## config.mk

```make
export PLATFORM = sky130hd
export DESIGN_NAME = addressable_led_frame_encoder_unit
export DESIGN_NICKNAME = d
export VERILOG_FILES = /design/src/rtl/alfe_pkg.sv /design/src/rtl/alfe_color.sv /design/src/rtl/addressable_led_frame_encoder_unit.sv
export SDC_FILE = /design/constraint.sdc
export NUM_CORES = 1
export LEC_CHECK = 0
export ABC_AREA = 0
export BUFFER_PORTS_ARGS = -buffer_cell sky130_fd_sc_hd__buf_2
export CORE_UTILIZATION = 57
export DETAILED_ROUTE_END_ITERATION = 12
export PLACE_DENSITY_LB_ADDON = 0.05
export SETUP_SLACK_MARGIN = 0.1
export SYNTH_ARGS = -nofsm -noshare
export SYNTH_HDL_FRONTEND = slang
export SYNTH_HIERARCHICAL = 1
export SYNTH_SLANG_ARGS = --single-unit
```

## constraint.sdc

```tcl
create_clock -name i_clk -period 7.8 [get_ports i_clk]
set_input_delay 1.56 -clock i_clk [delete_from_list [all_inputs] [get_ports i_clk]]
set_output_delay 1.56 -clock i_clk [all_outputs]
set_load 0.01 [all_outputs]
```

## src/rtl/alfe_pkg.sv

```systemverilog
// ----------------------------------------------------------------------------
// alfe_pkg
// Shared types and constants of the addressable LED frame encoder.
// ----------------------------------------------------------------------------
package alfe_pkg;

    // One LED word as taken on the input channel.
    typedef struct packed {
        logic        cmd;          // 0 packed rgb, 1 hue angle
        logic [23:0] packed_color;
        logic [8:0]  hue_angle;
        logic [8:0]  brightness;
    } t_led_item;

    // Color source codes
    localparam logic CMD_PACKED = 1'b0;
    localparam logic CMD_HUE    = 1'b1;

    // Configuration register indexes
    localparam int unsigned CFG_IDX_W = 3;
    localparam logic [CFG_IDX_W-1:0] REG_CODE_ONE    = 3'd0;
    localparam logic [CFG_IDX_W-1:0] REG_CODE_ZERO   = 3'd1;
    localparam logic [CFG_IDX_W-1:0] REG_RESET_SLOTS = 3'd2;
    localparam logic [CFG_IDX_W-1:0] REG_LED_COUNT   = 3'd3;

    localparam int unsigned CFG_DATA_W = 16;
    localparam int unsigned CODE_W     = 16;
    localparam int unsigned COUNT_W    = 11;
    localparam int unsigned GRB_W      = 24;

    localparam logic [CODE_W-1:0]  CODE_ONE_RST  = 16'd60;
    localparam logic [CODE_W-1:0]  CODE_ZERO_RST = 16'd30;
    localparam logic [COUNT_W-1:0] LED_COUNT_RST = 11'd64;

    // Brightness full scale
    localparam logic [8:0] BRIGHT_FULL = 9'd256;

    // Hue wheel
    localparam logic [8:0] HUE_SECTOR = 9'd60;
    localparam logic [8:0] HUE_LIMIT  = 9'd360;

    // floor(y / 60) == (y * RECIP_60) >> RECIP_SHIFT for y < 16384
    localparam logic [14:0] RECIP_60    = 15'd17477;
    localparam int unsigned RECIP_SHIFT = 20;

endpackage

```

## src/rtl/alfe_color.sv

```systemverilog
// ----------------------------------------------------------------------------
// alfe_color
// Color unit: brightness scaling and hue wheel on one shared multiplier,
// four multiply steps per LED word.
// ----------------------------------------------------------------------------
module alfe_color (
    input  logic                 i_clk,
    input  logic                 i_rst_n,
    input  logic                 i_start,
    input  alfe_pkg::t_led_item  i_item,
    output logic                 o_done,
    output logic [23:0]          o_grb
);

    typedef enum logic [2:0] {
        SEC_R2Y = 3'd0,   // R full, G rise
        SEC_Y2G = 3'd1,   // R fall, G full
        SEC_G2C = 3'd2,   // G full, B rise
        SEC_C2B = 3'd3,   // G fall, B full
        SEC_B2M = 3'd4,   // R rise, B full
        SEC_M2R = 3'd5    // R full, B fall
    } t_sector;

    logic        r_busy;
    logic [1:0]  r_step;
    logic        r_done;

    logic        r_cmd;
    logic [23:0] r_pk;
    logic [5:0]  r_t;
    t_sector     r_sector;
    logic        r_black;
    logic [8:0]  r_b;
    logic [7:0]  r_red, r_grn, r_blu;
    logic [13:0] r_y_rise, r_y_fall;
    logic [7:0]  r_rise, r_fall;

    logic [8:0]  s_b_sat;
    t_sector     s_sector;
    logic [8:0]  s_base;
    logic [13:0] s_op_a;
    logic [14:0] s_op_b;
    logic [28:0] s_prod;
    logic [21:0] s_x255;
    logic [13:0] s_y;
    logic [16:0] s_full_w;
    logic [7:0]  s_full;
    logic [7:0]  s_r, s_g, s_bl;

    // saturate brightness, locate hue sector
    assign s_b_sat = (i_item.brightness > alfe_pkg::BRIGHT_FULL) ?
                     alfe_pkg::BRIGHT_FULL : i_item.brightness;

    always_comb begin
        if (i_item.hue_angle < alfe_pkg::HUE_SECTOR) begin
            s_sector = SEC_R2Y;
            s_base   = 9'd0;
        end else if (i_item.hue_angle < 9'd120) begin
            s_sector = SEC_Y2G;
            s_base   = 9'd60;
        end else if (i_item.hue_angle < 9'd180) begin
            s_sector = SEC_G2C;
            s_base   = 9'd120;
        end else if (i_item.hue_angle < 9'd240) begin
            s_sector = SEC_C2B;
            s_base   = 9'd180;
        end else if (i_item.hue_angle < 9'd300) begin
            s_sector = SEC_B2M;
            s_base   = 9'd240;
        end else begin
            s_sector = SEC_M2R;
            s_base   = 9'd300;
        end
    end

    // shared multiplier operand select
    always_comb begin
        case (r_step)
            2'd0: begin
                s_op_a = (r_cmd == alfe_pkg::CMD_HUE) ? 14'(r_t) : 14'(r_pk[23:16]);
                s_op_b = 15'(r_b);
            end
            2'd1: begin
                s_op_a = (r_cmd == alfe_pkg::CMD_HUE) ?
                         14'(alfe_pkg::HUE_SECTOR[5:0] - r_t) : 14'(r_pk[15:8]);
                s_op_b = 15'(r_b);
            end
            2'd2: begin
                s_op_a = (r_cmd == alfe_pkg::CMD_HUE) ? r_y_rise : 14'(r_pk[7:0]);
                s_op_b = (r_cmd == alfe_pkg::CMD_HUE) ? alfe_pkg::RECIP_60 : 15'(r_b);
            end
            2'd3: begin
                s_op_a = r_y_fall;
                s_op_b = alfe_pkg::RECIP_60;
            end
            default: begin
                s_op_a = '0;
                s_op_b = '0;
            end
        endcase
    end

    assign s_prod = 29'(s_op_a) * 29'(s_op_b);

    // 255*m / 256, m = t*b fits 14 bits
    assign s_x255 = {s_prod[13:0], 8'd0} - 22'(s_prod[13:0]);
    assign s_y    = s_x255[21:8];

    always_ff @(posedge i_clk) begin
        if (!i_rst_n) begin
            r_busy <= 1'b0;
            r_step <= 2'd0;
            r_done <= 1'b0;
        end else begin
            r_done <= 1'b0;
            if (i_start) begin
                r_busy <= 1'b1;
                r_step <= 2'd0;
            end else if (r_busy) begin
                r_step <= r_step + 2'd1;
                if (r_step == 2'd3) begin
                    r_busy <= 1'b0;
                    r_done <= 1'b1;
                end
            end
        end
    end

    always_ff @(posedge i_clk) begin
        if (i_start) begin
            r_cmd    <= i_item.cmd;
            r_pk     <= i_item.packed_color;
            r_b      <= s_b_sat;
            r_sector <= s_sector;
            r_t      <= 6'(i_item.hue_angle - s_base);
            r_black  <= (i_item.hue_angle >= alfe_pkg::HUE_LIMIT);
        end else if (r_busy) begin
            case (r_step)
                2'd0: begin
                    if (r_cmd == alfe_pkg::CMD_HUE) r_y_rise <= s_y;
                    else r_red <= s_prod[15:8];
                end
                2'd1: begin
                    if (r_cmd == alfe_pkg::CMD_HUE) r_y_fall <= s_y;
                    else r_grn <= s_prod[15:8];
                end
                2'd2: begin
                    if (r_cmd == alfe_pkg::CMD_HUE)
                        r_rise <= s_prod[alfe_pkg::RECIP_SHIFT +: 8];
                    else r_blu <= s_prod[15:8];
                end
                2'd3: begin
                    if (r_cmd == alfe_pkg::CMD_HUE)
                        r_fall <= s_prod[alfe_pkg::RECIP_SHIFT +: 8];
                end
                default: begin
                end
            endcase
        end
    end

    // 255*b/256
    assign s_full_w = {r_b, 8'd0} - 17'(r_b);
    assign s_full   = s_full_w[15:8];

    always_comb begin
        s_r  = 8'd0;
        s_g  = 8'd0;
        s_bl = 8'd0;
        if (r_cmd == alfe_pkg::CMD_PACKED) begin
            s_r  = r_red;
            s_g  = r_grn;
            s_bl = r_blu;
        end else if (!r_black) begin
            case (r_sector)
                SEC_R2Y: begin s_r = s_full; s_g  = r_rise; end
                SEC_Y2G: begin s_r = r_fall; s_g  = s_full; end
                SEC_G2C: begin s_g = s_full; s_bl = r_rise; end
                SEC_C2B: begin s_g = r_fall; s_bl = s_full; end
                SEC_B2M: begin s_r = r_rise; s_bl = s_full; end
                SEC_M2R: begin s_r = s_full; s_bl = r_fall; end
                default: begin end
            endcase
        end
    end

    assign o_grb  = {s_g, s_r, s_bl};
    assign o_done = r_done;

endmodule

```

## src/rtl/addressable_led_frame_encoder_unit.sv

```systemverilog
// ----------------------------------------------------------------------------
// addressable_led_frame_encoder_unit
// Turns one LED color word into a run of timer compare codes: G, R, B MSB
// first, a trailing zero slot, and a reset-gap word ahead of each frame.
// ----------------------------------------------------------------------------
// Flow: a new LED word is taken only in idle, once the four-step color
//   multiplier has run and the trailing slot word of the previous LED
//   is loaded; slot words leave at one output word per cycle while the
//   sink is ready.
// Reset: synchronous, active low; config registers return to their
//   defaults, no frame is open and the LED position is zero.
// ----------------------------------------------------------------------------
module addressable_led_frame_encoder_unit #(
    parameter int unsigned MAX_LEDS     = 1024,
    parameter int unsigned BITS_PER_LED = 24
) (
    input  logic                              i_clk,
    input  logic                              i_rst_n,
    // config write port
    input  logic                              i_cfg_we,
    input  logic [alfe_pkg::CFG_IDX_W-1:0]    i_cfg_index,
    input  logic [alfe_pkg::CFG_DATA_W-1:0]   i_cfg_data,
    // LED color words in
    input  logic                              i_in_valid,
    output logic                              o_in_ready,
    input  logic                              i_cmd,
    input  logic [23:0]                       i_packed_color,
    input  logic [8:0]                        i_hue_angle,
    input  logic [8:0]                        i_brightness,
    // slot words out
    output logic                              o_out_valid,
    input  logic                              i_out_ready,
    output logic [15:0]                       o_pulse_code,
    output logic                              o_reset_gap,
    output logic                              o_last_of_led,
    output logic                              o_frame_done
);

    localparam int unsigned POS_W  = (MAX_LEDS > 1) ? $clog2(MAX_LEDS) : 1;
    localparam int unsigned CMP_W  = (POS_W + 1 > alfe_pkg::COUNT_W) ?
                                     POS_W + 1 : alfe_pkg::COUNT_W;
    localparam int unsigned SLOT_W = $clog2(BITS_PER_LED + 1);
    localparam logic [CMP_W-1:0]  MAX_CNT   = CMP_W'(MAX_LEDS);
    localparam logic [SLOT_W-1:0] LAST_SLOT = SLOT_W'(BITS_PER_LED);

    // sequencer: wait for word, run color unit, stream slots
    typedef enum logic [2:0] {
        ST_IDLE  = 3'b001,
        ST_COLOR = 3'b010,
        ST_EMIT  = 3'b100
    } t_state;

    t_state r_state;

    logic [alfe_pkg::CODE_W-1:0]  r_code_one;
    logic [alfe_pkg::CODE_W-1:0]  r_code_zero;
    logic [alfe_pkg::COUNT_W-1:0] r_led_count;

    logic [POS_W-1:0]  r_led_pos;
    logic              r_frame_open;
    logic              r_gap_pend;
    logic [SLOT_W-1:0] r_slot;
    logic [alfe_pkg::GRB_W-1:0] r_grb;

    logic        r_out_valid;
    logic [15:0] r_pulse_code;
    logic        r_reset_gap;
    logic        r_last_of_led;
    logic        r_frame_done;

    alfe_pkg::t_led_item s_item;
    logic        s_start;
    logic        s_color_done;
    logic [23:0] s_grb;
    logic        s_load;
    logic [CMP_W-1:0] s_cnt_ext;
    logic [CMP_W-1:0] s_cnt;
    logic [CMP_W-1:0] s_pos_next;
    logic        s_led_done;

    assign o_in_ready = (r_state == ST_IDLE);
    assign s_start    = i_in_valid && o_in_ready;

    assign s_item.cmd          = i_cmd;
    assign s_item.packed_color = i_packed_color;
    assign s_item.hue_angle    = i_hue_angle;
    assign s_item.brightness   = i_brightness;

    alfe_color u_color (
        .i_clk   (i_clk),
        .i_rst_n (i_rst_n),
        .i_start (s_start),
        .i_item  (s_item),
        .o_done  (s_color_done),
        .o_grb   (s_grb)
    );

    // Config registers. Nothing is held here for reset_slots, so a write to
    // it is dropped.
    always_ff @(posedge i_clk) begin
        if (!i_rst_n) begin
            r_code_one  <= alfe_pkg::CODE_ONE_RST;
            r_code_zero <= alfe_pkg::CODE_ZERO_RST;
            r_led_count <= alfe_pkg::LED_COUNT_RST;
        end else if (i_cfg_we) begin
            case (i_cfg_index)
                alfe_pkg::REG_CODE_ONE:    r_code_one  <= i_cfg_data;
                alfe_pkg::REG_CODE_ZERO:   r_code_zero <= i_cfg_data;
                alfe_pkg::REG_RESET_SLOTS: begin end
                alfe_pkg::REG_LED_COUNT:
                    r_led_count <= i_cfg_data[alfe_pkg::COUNT_W-1:0];
                default: begin end
            endcase
        end
    end

    // Frame length clamp: zero acts as one, above MAX_LEDS acts as MAX_LEDS.
    assign s_cnt_ext = CMP_W'(r_led_count);
    always_comb begin
        if (s_cnt_ext == '0)          s_cnt = CMP_W'(1);
        else if (s_cnt_ext > MAX_CNT) s_cnt = MAX_CNT;
        else                          s_cnt = s_cnt_ext;
    end
    assign s_pos_next = CMP_W'(r_led_pos) + CMP_W'(1);
    assign s_led_done = (s_pos_next >= s_cnt);

    // output register free or being drained this cycle
    assign s_load = (r_state == ST_EMIT) && (!r_out_valid || i_out_ready);

    always_ff @(posedge i_clk) begin
        if (!i_rst_n) begin
            r_state      <= ST_IDLE;
            r_out_valid  <= 1'b0;
            r_frame_open <= 1'b0;
            r_gap_pend   <= 1'b0;
            r_led_pos    <= '0;
            r_slot       <= '0;
        end else begin
            if (s_load) begin
                r_out_valid <= 1'b1;
            end else if (i_out_ready) begin
                r_out_valid <= 1'b0;
            end

            case (r_state)
                ST_IDLE: begin
                    if (s_start) r_state <= ST_COLOR;
                end
                ST_COLOR: begin
                    if (s_color_done) begin
                        r_gap_pend   <= !r_frame_open;
                        r_frame_open <= 1'b1;
                        r_slot       <= '0;
                        r_state      <= ST_EMIT;
                    end
                end
                ST_EMIT: begin
                    if (s_load) begin
                        if (r_gap_pend) begin
                            r_gap_pend <= 1'b0;
                        end else if (r_slot != LAST_SLOT) begin
                            r_slot <= r_slot + SLOT_W'(1);
                        end else begin
                            // trailing slot closes the LED
                            if (s_led_done) begin
                                r_led_pos    <= '0;
                                r_frame_open <= 1'b0;
                            end else begin
                                r_led_pos <= r_led_pos + POS_W'(1);
                            end
                            r_state <= ST_IDLE;
                        end
                    end
                end
                default: r_state <= ST_IDLE;
            endcase
        end
    end

    // Payload: GRB shifts out MSB first; zeros shift in, so slots past the
    // 24 color bits carry the zero code.
    always_ff @(posedge i_clk) begin
        if (r_state == ST_COLOR && s_color_done) begin
            r_grb <= s_grb;
        end else if (s_load) begin
            if (r_gap_pend) begin
                r_pulse_code  <= '0;
                r_reset_gap   <= 1'b1;
                r_last_of_led <= 1'b0;
                r_frame_done  <= 1'b0;
            end else if (r_slot != LAST_SLOT) begin
                r_pulse_code  <= r_grb[alfe_pkg::GRB_W-1] ? r_code_one : r_code_zero;
                r_reset_gap   <= 1'b0;
                r_last_of_led <= 1'b0;
                r_frame_done  <= 1'b0;
                r_grb         <= {r_grb[alfe_pkg::GRB_W-2:0], 1'b0};
            end else begin
                r_pulse_code  <= '0;
                r_reset_gap   <= 1'b0;
                r_last_of_led <= 1'b1;
                r_frame_done  <= s_led_done;
            end
        end
    end

    assign o_out_valid   = r_out_valid;
    assign o_pulse_code  = r_pulse_code;
    assign o_reset_gap   = r_reset_gap;
    assign o_last_of_led = r_last_of_led;
    assign o_frame_done  = r_frame_done;

endmodule

```

==> summary.txt, run 1 <==
Synthesis
  • Synth Instances: 1657
  • Area leader, netlist: edfxtp_1
  • Syn_area_per_cell: 9.860 um^2
  • Top cells by area, synth: edfxtp_1 (28%), fa_1 (12%), ha_1 (10%), dfxtp_1 (8.3%), nand2_1 (6.2%)
  • Top-area cell type share of the netlist area: 28.49%
  • Syn Nets: 1960
  • Ys Warns: 6
  • Prevailing post-synth register cell: edfxtp_1
  • EDFF count, synth: 155
  • Yosys reg bits: 223
  • Yosys cell types: 87
  • Post-Syn Area: 16340 um^2
  • Sequential-to-total area share from yosys stat: 36.82%
  • Synth async-reset ratio: 0%

Place
  • RePlAce Congestion: 0.9463
  • Pre-CTS WS: -52.82 ps
  • Port buffer count: 87
  • Final HPWL DP: 30.70 mm
  • Post-Place Cells: 2104

STA
  • Slew HR: 22.33%
  • Worst-Margin Slew: 1164 ps
  • # setup viols final: 0
  • Max-slew violations: 0
  • Period utilisation layout: 97.50%
  • RSZ-0062 raised after global routing: yes
  • Minimum clock period: 7605 ps
  • Peak Freq: 0.1315 GHz
  • Worst Skew: 35.84 ps
  • Fin Hold WS: 454.0 ps
  • Setup total negative slack: 0 ps
  • Final Hold Viols: 0
  • Post-route worst setup slack: 194.7 ps

Global routing
  • Pin count of the biggest net entering global routing: 54
  • Global-route wire length before repair: 63.31 mm
  • GRT Total Usage: 28.05%
  • Vias in the first global route: 12270
  • Total gr overflow: 0
  • GR Util met2: 47.58%
  • Initial antenna violation count: 1
  • Met1 Usage GRT: 36.71%
  • GR met3 Demand/Resource: 3.889%
  • Most Crowded Layer GR: met2

Routing
  • DR vias: 12510
  • DRT iter0 DRCs: 936
  • Antenna Violating Nets Remaining: 0
  • Vias per cell: 5.771
  • DRC Markers: 0
  • Avg WL per Cell: 18.83 um
  • Drt total wl: 40.80 mm
  • Drt first pass iters: 9

Die
  • Effective utilization at floorplan: 58.33%
  • Die span in x: 171.3 um
  • Row cnt: 61
  • Core Area: 28010 um^2
  • Die H: 171.3 um
  • IO Pins: 88
  • DIE AREA: 29340 um^2

Power and ir drop
  • Sw Pwr: 2888 uW
  • P_int: 4013 uW
  • Pwr/cell area: 368.3 nW/um^2
  • Peak supply drop: 0.4860 mV
  • Part of the power in combinational logic: 57.8%
  • Clock power share: 16.7%
  • Leakage: 0.008231 uW
  • Switching fraction of total power: 41.85%
  • Seq pwr share: 25.5%

Clocking
  • Clk_lat worst skew: 560 ps
  • CTS Buffer Depth: 3
  • Reg clk slew, reported paths: 60 ps
  • Post-CTS Hold Buffers: 0
  • H-tree Lvls: 1
  • Clock Sinks: 223
  • CTS Buf Count: 26
  • Clock Tree Root: clkbuf_16
  • CTS tree: done

Finish
  • Post-Layout Cell Count: 2167
  • Synth-to-Final Area Change: 14.68%
  • Share of cells above drive strength 1: 17.72%
  • Layout Nets: 2072
  • Ant. Diodes: 0

Worst hold path
  • Min-Delay Startpoint: r_code_one[14]$_SDFFE_PN0P_
  • Min-delay worst type: flip-flop to flip-flop

Critical path
  • Crit Path Max Fanout: 6
  • FF-to-FF Start: u_color/r_t[1]$_DFFE_PP_
  • Slowest cell on the critical path: fa_1
  • CP Data Required Time: 8070 ps
  • Crit. End Element: flip-flop
  • Worst setup path startpoint: u_color/r_t[1]$_DFFE_PP_
  • Crit path DAT: 7880 ps
  • Startpoint types: flip-flop
  • CP most frequent cell: fa_1
  • Crit path largest cell delay: 590 ps
  • CP Class: flip-flop to flip-flop

Run status
  • Status: completed

Flow run
  • Maxcap violations: 0
[state kept, by name (all words and copies together) (netlist names), 9 cells and up]
name and flops:
r_grb 24, r_code_one 16, u_color/r_b 9, r_code_zero 16, u_color/r_y_rise 14, r_led_count 11
r_led_pos 10, o_pulse_code 16, u_color/r_y_fall 14, u_color/r_pk 24
[per-layer routing]
layer	wire length [um]	share of wire (%)
met1	17190	42
met3	2792	6.8
met4	1291	3.2
met2	19520	48
met5	0	0
[cell families (layout without fill, tap and decap cells)]
group           count (synthesis)  count (layout)  synth area share, %
flops                         223             223                36.82
xor+xnor                       55              55                3.033
mux                            62              62                3.982
buf+inv                       212             344                5.001
simple gates                  604             604                16.98
compound gates                265             265                11.47
fa+ha+maj                     236             236                22.71
[power by group through the flow]
| stage | logic, uW | clock network [uW] | registers, uW |
|---|---|---|---|
| after floorplan | 2300 | 0 | 1750 |
| after global placement | 3250 | 0 | 1780 |
| after detailed placement | 3310 | 0 | 1780 |
| after CTS | 3460 | 1180 | 1750 |
| after global routing | 4270 | 1220 | 1760 |
| final | 3990 | 1150 | 1760 |
[timing repair]
action | CTS | global route
pin swaps | 7 | 28
gates resized for setup | 13 | 79
setup buffers | 7 | 8
setup endpoints to repair | 20 | 32
[synthesized netlist by cell type, drive strengths merged (10+ instances only)]
cell type and number:
inv 137, xnor2 30, o21ai 29, or3 11, buf 13, xor2 24, nor2b 24, a211oi 10
nand3 31, clkbuf 61, nor4 10, a22o 11, nand2b 22, dfxtp 68, a21boi 20, nand2 268
and2 29, mux2 21, a21o 19, nor2 143, mux2i 41, fa 101, o2bb2ai 22, a21oi 82
nor3 27, edfxtp 155, ha 135
[area by class of cell]
cell class                      count  area (um^2)
Timing Repair Buffer              158        996.0
Tap cell                          378        473.0
Inverter                          138        518.0
Clock inverter                     11        88.84
Multi-Input combinational cell   1222         9905
Sequential cell                   223         6023
Fill cell                        2260         9274
Clock buffer                       37        733.2
[critical path: cells and delay by family, from the launching register on]
family / cells / cell delay [ps]
AO/OA/AOI/OAI: 5 / 980
XOR/XNOR: 2 / 310
adder cells (fa/ha/maj): 9 / 3540
buffers and inverters: 7 / 800
flip-flops: 1 / 430
AND/OR/NAND/NOR: 7 / 1250
[final timing paths]
check / end / slack [ps] / cells past startpoint
setup / recovery: u_color/r_y_rise[10]$_DFFE_PP_ / 190 / 30
hold / removal: r_code_one[14]$_SDFFE_PN0P_ / 450 / 2
setup reg to reg: u_color/r_y_rise[10]$_DFFE_PP_ / 190 / 30
hold reg to reg: r_code_one[14]$_SDFFE_PN0P_ / 450 / 2
[cell usage in the layout, fill, tap and decap left out, drive strengths merged, types with 31 or more instances in the layout]
master,instances
nand3,31
fa,101
ha,135
nor2,143
inv,139
nand2,268
a21oi,82
dfxtp,68
buf,158
edfxtp,155
clkbuf,37
mux2i,41
[metrics by stage]
stage	area, um^2	utilization, %	power (uW)
floorplan	16360	-	4055
global placement	17400	62.13	5023
detailed placement	17400	62.13	5093
CTS	18320	65.42	6386
global route	18740	66.89	7246
finish	18740	66.89	6901
No activity file was read; power rests on OpenSTA's default activity.
==> inputs of run 2 (changes only) <==
--- a/config.mk
+++ b/config.mk
@@ -10,6 +10,7 @@
 export CORE_UTILIZATION = 57
 export DETAILED_ROUTE_END_ITERATION = 12
 export PLACE_DENSITY_LB_ADDON = 0.05
+export RECOVER_POWER = 100
 export SETUP_SLACK_MARGIN = 0.1
 export SYNTH_ARGS = -nofsm -noshare
 export SYNTH_HDL_FRONTEND = slang
==> summary.txt, run 2 (synthesized netlist as in run 1, its figures left out) <==
STA
  • Minimum clock period: 7594 ps
  • Slew HR: -90.95%
  • Worst Skew: 37.26 ps
  • # setup viols final: 0
  • Fin Hold WS: 454.2 ps
  • Max-slew violations: 141
  • Period utilisation layout: 97.36%
  • RSZ-0062 raised after global routing: yes
  • Post-route worst setup slack: 205.9 ps
  • Peak Freq: 0.1317 GHz
  • Setup total negative slack: 0 ps
  • Final Hold Viols: 0
  • Worst-Margin Slew: 2864 ps

Clocking
  • CTS Buf Count: 26
  • H-tree Lvls: 1
  • Post-CTS Hold Buffers: 0
  • Clock Tree Root: clkbuf_16
  • CTS Buffer Depth: 3
  • CTS tree: done
  • Clk_lat worst skew: 560 ps
  • Clock Sinks: 223
  • Reg clk slew, reported paths: 60 ps

Routing
  • DR vias: 12540
  • Drt total wl: 40.88 mm
  • Drt first pass iters: 5
  • Vias per cell: 5.786
  • DRC Markers: 0
  • Avg WL per Cell: 18.86 um
  • DRT iter0 DRCs: 932
  • Antenna Violating Nets Remaining: 0

Finish
  • Layout Nets: 2072
  • Biggest regs: r_grb x24, u_color/r_pk x24
  • Synth-to-Final Area Change: 14.15%
  • Share of cells above drive strength 1: 15.43%
  • Commonest non-fill, non-tap cells in the layout: nand2_1 (262), edfxtp_1 (155), nor2_1 (137)
  • Final Util: 66.58%
  • Commonest non-fill, non-tap cell in the layout: nand2_1
  • Ant. Diodes: 0

Place
  • Port buffer count: 87
  • Final HPWL DP: 30.70 mm
  • Pre-CTS WS: -52.82 ps
  • RePlAce Congestion: 0.9463

Critical path
  • Crit. End Element: flip-flop
  • CP Class: flip-flop to flip-flop
  • Worst r2r dst: u_color/r_y_rise[10]$_DFFE_PP_
  • FF-to-FF Start: u_color/r_t[1]$_DFFE_PP_
  • Startpoint types: flip-flop
  • CP Data Required Time: 8070 ps
  • Slowest cell on the critical path: fa_1
  • Crit path DAT: 7870 ps
  • R2r setup slk: 210 ps
  • Path depth of the worst reg2reg path: 30
  • CP most frequent cell: fa_1
  • Crit path largest cell delay: 590 ps
  • Worst setup path startpoint: u_color/r_t[1]$_DFFE_PP_
  • Crit Path Max Fanout: 6

Worst hold path
  • Min-delay worst type: flip-flop to flip-flop
  • Min-Delay Startpoint: r_code_one[14]$_SDFFE_PN0P_
  • Hold EP: r_code_one[14]$_SDFFE_PN0P_
  • Hold depth: 2

Power and ir drop
  • Pwr Total: 6866 uW
  • Leakage: 0.008094 uW
  • Pwr/cell area: 368.1 nW/um^2
  • Peak supply drop: 0.4850 mV

Run status
  • Status: finished with violations
  • Failing checks: max-capacitance violations, max-slew violations

Die
  • IO Pins: 88
  • Effective utilization at floorplan: 58.33%
  • Die span in x: 171.3 um
  • Row cnt: 61
  • Die H: 171.3 um
  • Core Area: 28010 um^2
  • DIE AREA: 29340 um^2

Global routing
  • Met1 Usage GRT: 36.71%
  • Initial antenna violation count: 1
  • GR met3 Demand/Resource: 3.889%
  • GR Util met2: 47.58%
  • Total gr overflow: 0
  • Pin count of the biggest net entering global routing: 54
  • Vias in the first global route: 12270
  • Global-route wire length before repair: 63.31 mm
  • GRT Total Usage: 28.05%
  • Most Crowded Layer GR: met2

Flow run
  • Maxcap violations: 4
==> run 2: power by group <==
| part | switching, uW | total (uW) | internal [uW] |
|---|---|---|---|
| Sequential | 47.6 | 1760 | 1710 |
| Clock | 491 | 1150 | 660 |
| Combinational | 2330 | 3950 | 1620 |
==> run 2: stage by stage <==
stage | area [um^2] | std cells
2_1_floorplan | 16360 | 1657
3_3_place_gp | 17400 | 2104
3_5_place_dp | 17400 | 2104
4_1_cts | 18320 | 2159
5_1_grt | 18650 | 2167
6_report | 18650 | 2167
==> run 2: final cells by class <==
cell class              count  area, um^2
fillers                  2294        9360
well taps                 378       473.0
flip-flops and latches    223        6023
repair buffers            158       924.6
multi-input cells        1222        9889
clock inverters            11       88.84
inverters                 138       518.0
clock buffers              37       733.2
==> run 2: worst max path at each step <==
stage	to	slack, ps	cells past startpoint
2_1_floorplan	u_color/r_y_fall[12]$_DFFE_PP_	130	30
3_3_place_gp	u_color/r_y_fall[8]$_DFFE_PP_	140	29
3_5_place_dp	u_color/r_y_rise[8]$_DFFE_PP_	-50	29
4_1_cts	u_color/r_y_rise[8]$_DFFE_PP_	90	30
5_1_grt	u_color/r_y_rise[10]$_DFFE_PP_	-20	30
6_report	u_color/r_y_rise[10]$_DFFE_PP_	210	30
==> run 2: per-layer routing <==
metal / wire, um / vias to the layer above / share of wire (%)
met5: 0 / - / 0
met4: 1319 / 0 / 3.2
met3: 2568 / 93 / 6.3
met2: 19520 / 448 / 48
met1: 17470 / 6047 / 43
li1: - / 5950 / -
==> run 2: what timing repair did <==
action,CTS,global route
endpoints found under the hold margin,0,0
setup endpoints to repair,20,32
resized for setup,13,79
pin swaps,7,28
setup buffers,7,8
==> run 2: critical path, delay by kind of cell (launching register included) <==
kind / cells / cell delay [ps]
flip-flops: 1 / 430
buffers and inverters: 7 / 790
AO/OA/AOI/OAI: 5 / 980
adder cells (fa/ha/maj): 9 / 3540
XOR/XNOR: 2 / 310
AND/OR/NAND/NOR: 7 / 1250
==> inputs of run 3 (changes only) <==
--- a/config.mk
+++ b/config.mk
@@ -7,7 +7,7 @@
 export LEC_CHECK = 0
 export ABC_AREA = 0
 export BUFFER_PORTS_ARGS = -buffer_cell sky130_fd_sc_hd__buf_2
-export CORE_UTILIZATION = 57
+export CORE_UTILIZATION = 68
 export DETAILED_ROUTE_END_ITERATION = 12
 export PLACE_DENSITY_LB_ADDON = 0.05
 export RECOVER_POWER = 100
==> constraint.sdc (replaced) <==
create_clock -name i_clk -period 9.6 [get_ports i_clk]
set_input_delay 1.92 -clock i_clk [delete_from_list [all_inputs] [get_ports i_clk]]
set_output_delay 1.92 -clock i_clk [all_outputs]
set_load 0.01 [all_outputs]
==> summary.txt, run 3 (synthesized netlist as in run 1, its figures left out) <==
Place
  • Final HPWL DP: 29.82 mm
  • Post-Place Cells: 2006
  • RePlAce Congestion: 0.9640
  • Placed Instance Area: 17010 um^2
  • Port buffer count: 87
  • Pre-CTS WS: 921.4 ps

Die
  • Effective utilization at floorplan: 69.40%
  • Core Area: 23540 um^2
  • Die H: 157.0 um
  • IO Pins: 88
  • DIE AREA: 24650 um^2
  • Row cnt: 56
  • Die span in x: 157.0 um

Clocking
  • CTS Buf Count: 25
  • CTS Buffer Depth: 3
  • CTS tree: done
  • Post-CTS setup repair buffer count: 0
  • Clock Tree Root: clkbuf_16
  • Clk_lat worst skew: 550 ps
  • Reg clk slew, reported paths: 60 ps
  • Post-CTS Hold Buffers: 0
  • H-tree Lvls: 1
  • Clock Sinks: 223
  • Post-CTS Resized: 0

STA
  • Setup total negative slack: 0 ps
  • Worst-Margin Slew: 2905 ps
  • Peak Freq: 0.1109 GHz
  • Final Hold Viols: 0
  • Period utilisation layout: 93.89%
  • # setup viols final: 0
  • Minimum clock period: 9014 ps
  • Max-slew violations: 136
  • Post-route worst setup slack: 586.4 ps
  • RSZ-0062 raised after global routing: no
  • Worst Skew: 23.53 ps
  • Slew HR: -93.66%

Finish
  • Ant. Diodes: 0
  • Design area: 17800 um^2
  • Biggest regs: r_grb x24, u_color/r_pk x24
  • Share of cells above drive strength 1: 9.290%
  • Commonest non-fill, non-tap cell in the layout: nand2_1
  • Commonest non-fill, non-tap cells in the layout: nand2_1 (268), edfxtp_1 (155), nor2_1 (141)
  • Fillers: 1682
  • Layout Nets: 2017
  • Synth-to-Final Area Change: 8.922%
  • Post-Layout Cell Count: 2052

Run status
  • Failing checks: max-capacitance violations, max-slew violations
  • Status: finished with violations

Power and ir drop
  • P_int: 2873 uW
  • Pwr Total: 4858 uW
  • Seq pwr share: 29.4%
  • Switching fraction of total power: 40.85%
  • Clock power share: 20.5%
  • Pwr/cell area: 273.0 nW/um^2
  • Sw Pwr: 1984 uW
  • Peak supply drop: 0.7856 mV
  • Part of the power in combinational logic: 50.0%
  • Leakage: 0.007815 uW

Critical path
  • Startpoint types: flip-flop
  • CP Data Required Time: 9870 ps
  • CP Class: flip-flop to flip-flop
  • Crit path DAT: 9280 ps
  • Crit Path Max Fanout: 23
  • R2r setup slk: 590 ps
  • Crit. End Element: flip-flop

Routing
  • Avg WL per Cell: 19.19 um
  • Drt first pass iters: 5
  • DR vias: 12450
  • Antenna Violating Nets Remaining: 0
  • DRT iter0 DRCs: 1152
  • DRC Markers: 0
  • Vias per cell: 6.065
  • Drt total wl: 39.37 mm

Global routing
  • Total gr overflow: 0
  • GRT Total Usage: 32.66%
  • Global-route wire length before repair: 62.38 mm
  • Vias in the first global route: 12300
  • Pin count of the biggest net entering global routing: 54
  • Initial antenna violation count: 0

Worst hold path
  • Min-delay worst type: flip-flop to flip-flop

Flow run
  • Maxcap violations: 5
[run 3: cell count changes in the layout (fill, tap and decap cells not counted), moves of 6 or more]
cell / change
clkbuf_1: -9
a21oi_1: +9
nand2_1: +6
ha_1: +12
a21oi_2: -7
nand2_2: -6
ha_4: -10
buf_4: -47
[run 3: cell type report]
| cell class | instances | area [um^2] | area share (%) |
|---|---|---|---|
| multi-input combinational | 1222 | 9472 | 53.22 |
| clock buffer | 34 | 774.5 | 4.352 |
| timing repair buffer | 104 | 500.5 | 2.812 |
| tap | 319 | 399.1 | 2.243 |
| clock inverter | 12 | 116.4 | 0.6539 |
| inverter | 138 | 518.0 | 2.911 |
| sequential | 223 | 6016 | 33.80 |
[run 3: power groups by stage]
stage          Clock (uW)  Sequential, uW  Combinational [uW]
3_5_place_dp            0            1440                2450
2_1_floorplan           0            1430                1840
6_report              998            1430                2430
5_1_grt              1040            1430                2650
4_1_cts              1000            1430                2470
3_3_place_gp            0            1440                2390
[run 3: worst paths after layout]
path / from / end / cells after the start
setup reg to reg: u_color/r_cmd$_DFFE_PP_ / u_color/r_y_rise[8]$_DFFE_PP_ / 23
hold reg to reg: r_code_one[10]$_SDFFE_PN0P_ / r_code_one[10]$_SDFFE_PN0P_ / 2
hold / removal: r_code_one[10]$_SDFFE_PN0P_ / r_code_one[10]$_SDFFE_PN0P_ / 2
setup / recovery: u_color/r_cmd$_DFFE_PP_ / u_color/r_y_rise[8]$_DFFE_PP_ / 23
[run 3: per-layer routing]
layer	global-route usage, %	routed length (um)	vias to the layer above
li1	-	-	5823
met5	0	0	-
met1	42.33	16240	6031
met4	10.78	1270	0
met3	5.507	2846	86
met2	55.68	19010	505
[run 3: critical path, stage by stage, from the launching register on]
cell and delay, ps:
edfxtp_1 1010, nor2b_1 180, a221oi_1 320, a32o_1 520, nor2_1 120, fa_1 540
inv_1 50, fa_1 530, inv_1 40, ha_1 290, ha_1 280, inv_1 50
fa_1 520, fa_1 550, inv_1 40, ha_1 350, a21o_1 200, a31o_1 220
o211ai_1 250, nand2_1 110, o311ai_1 1580, o31ai_2 440, a311oi_1 400, xnor2_1 130
[run 3: stage by stage]
step | hold WS [ps] | utilization, %
6_report | 455.2 | 75.59
2_1_floorplan | 435.7 | -
3_3_place_gp | 440.9 | 72.25
3_5_place_dp | 446.3 | 72.25
5_1_grt | 474.2 | 75.59
4_1_cts | 454.9 | 76.04
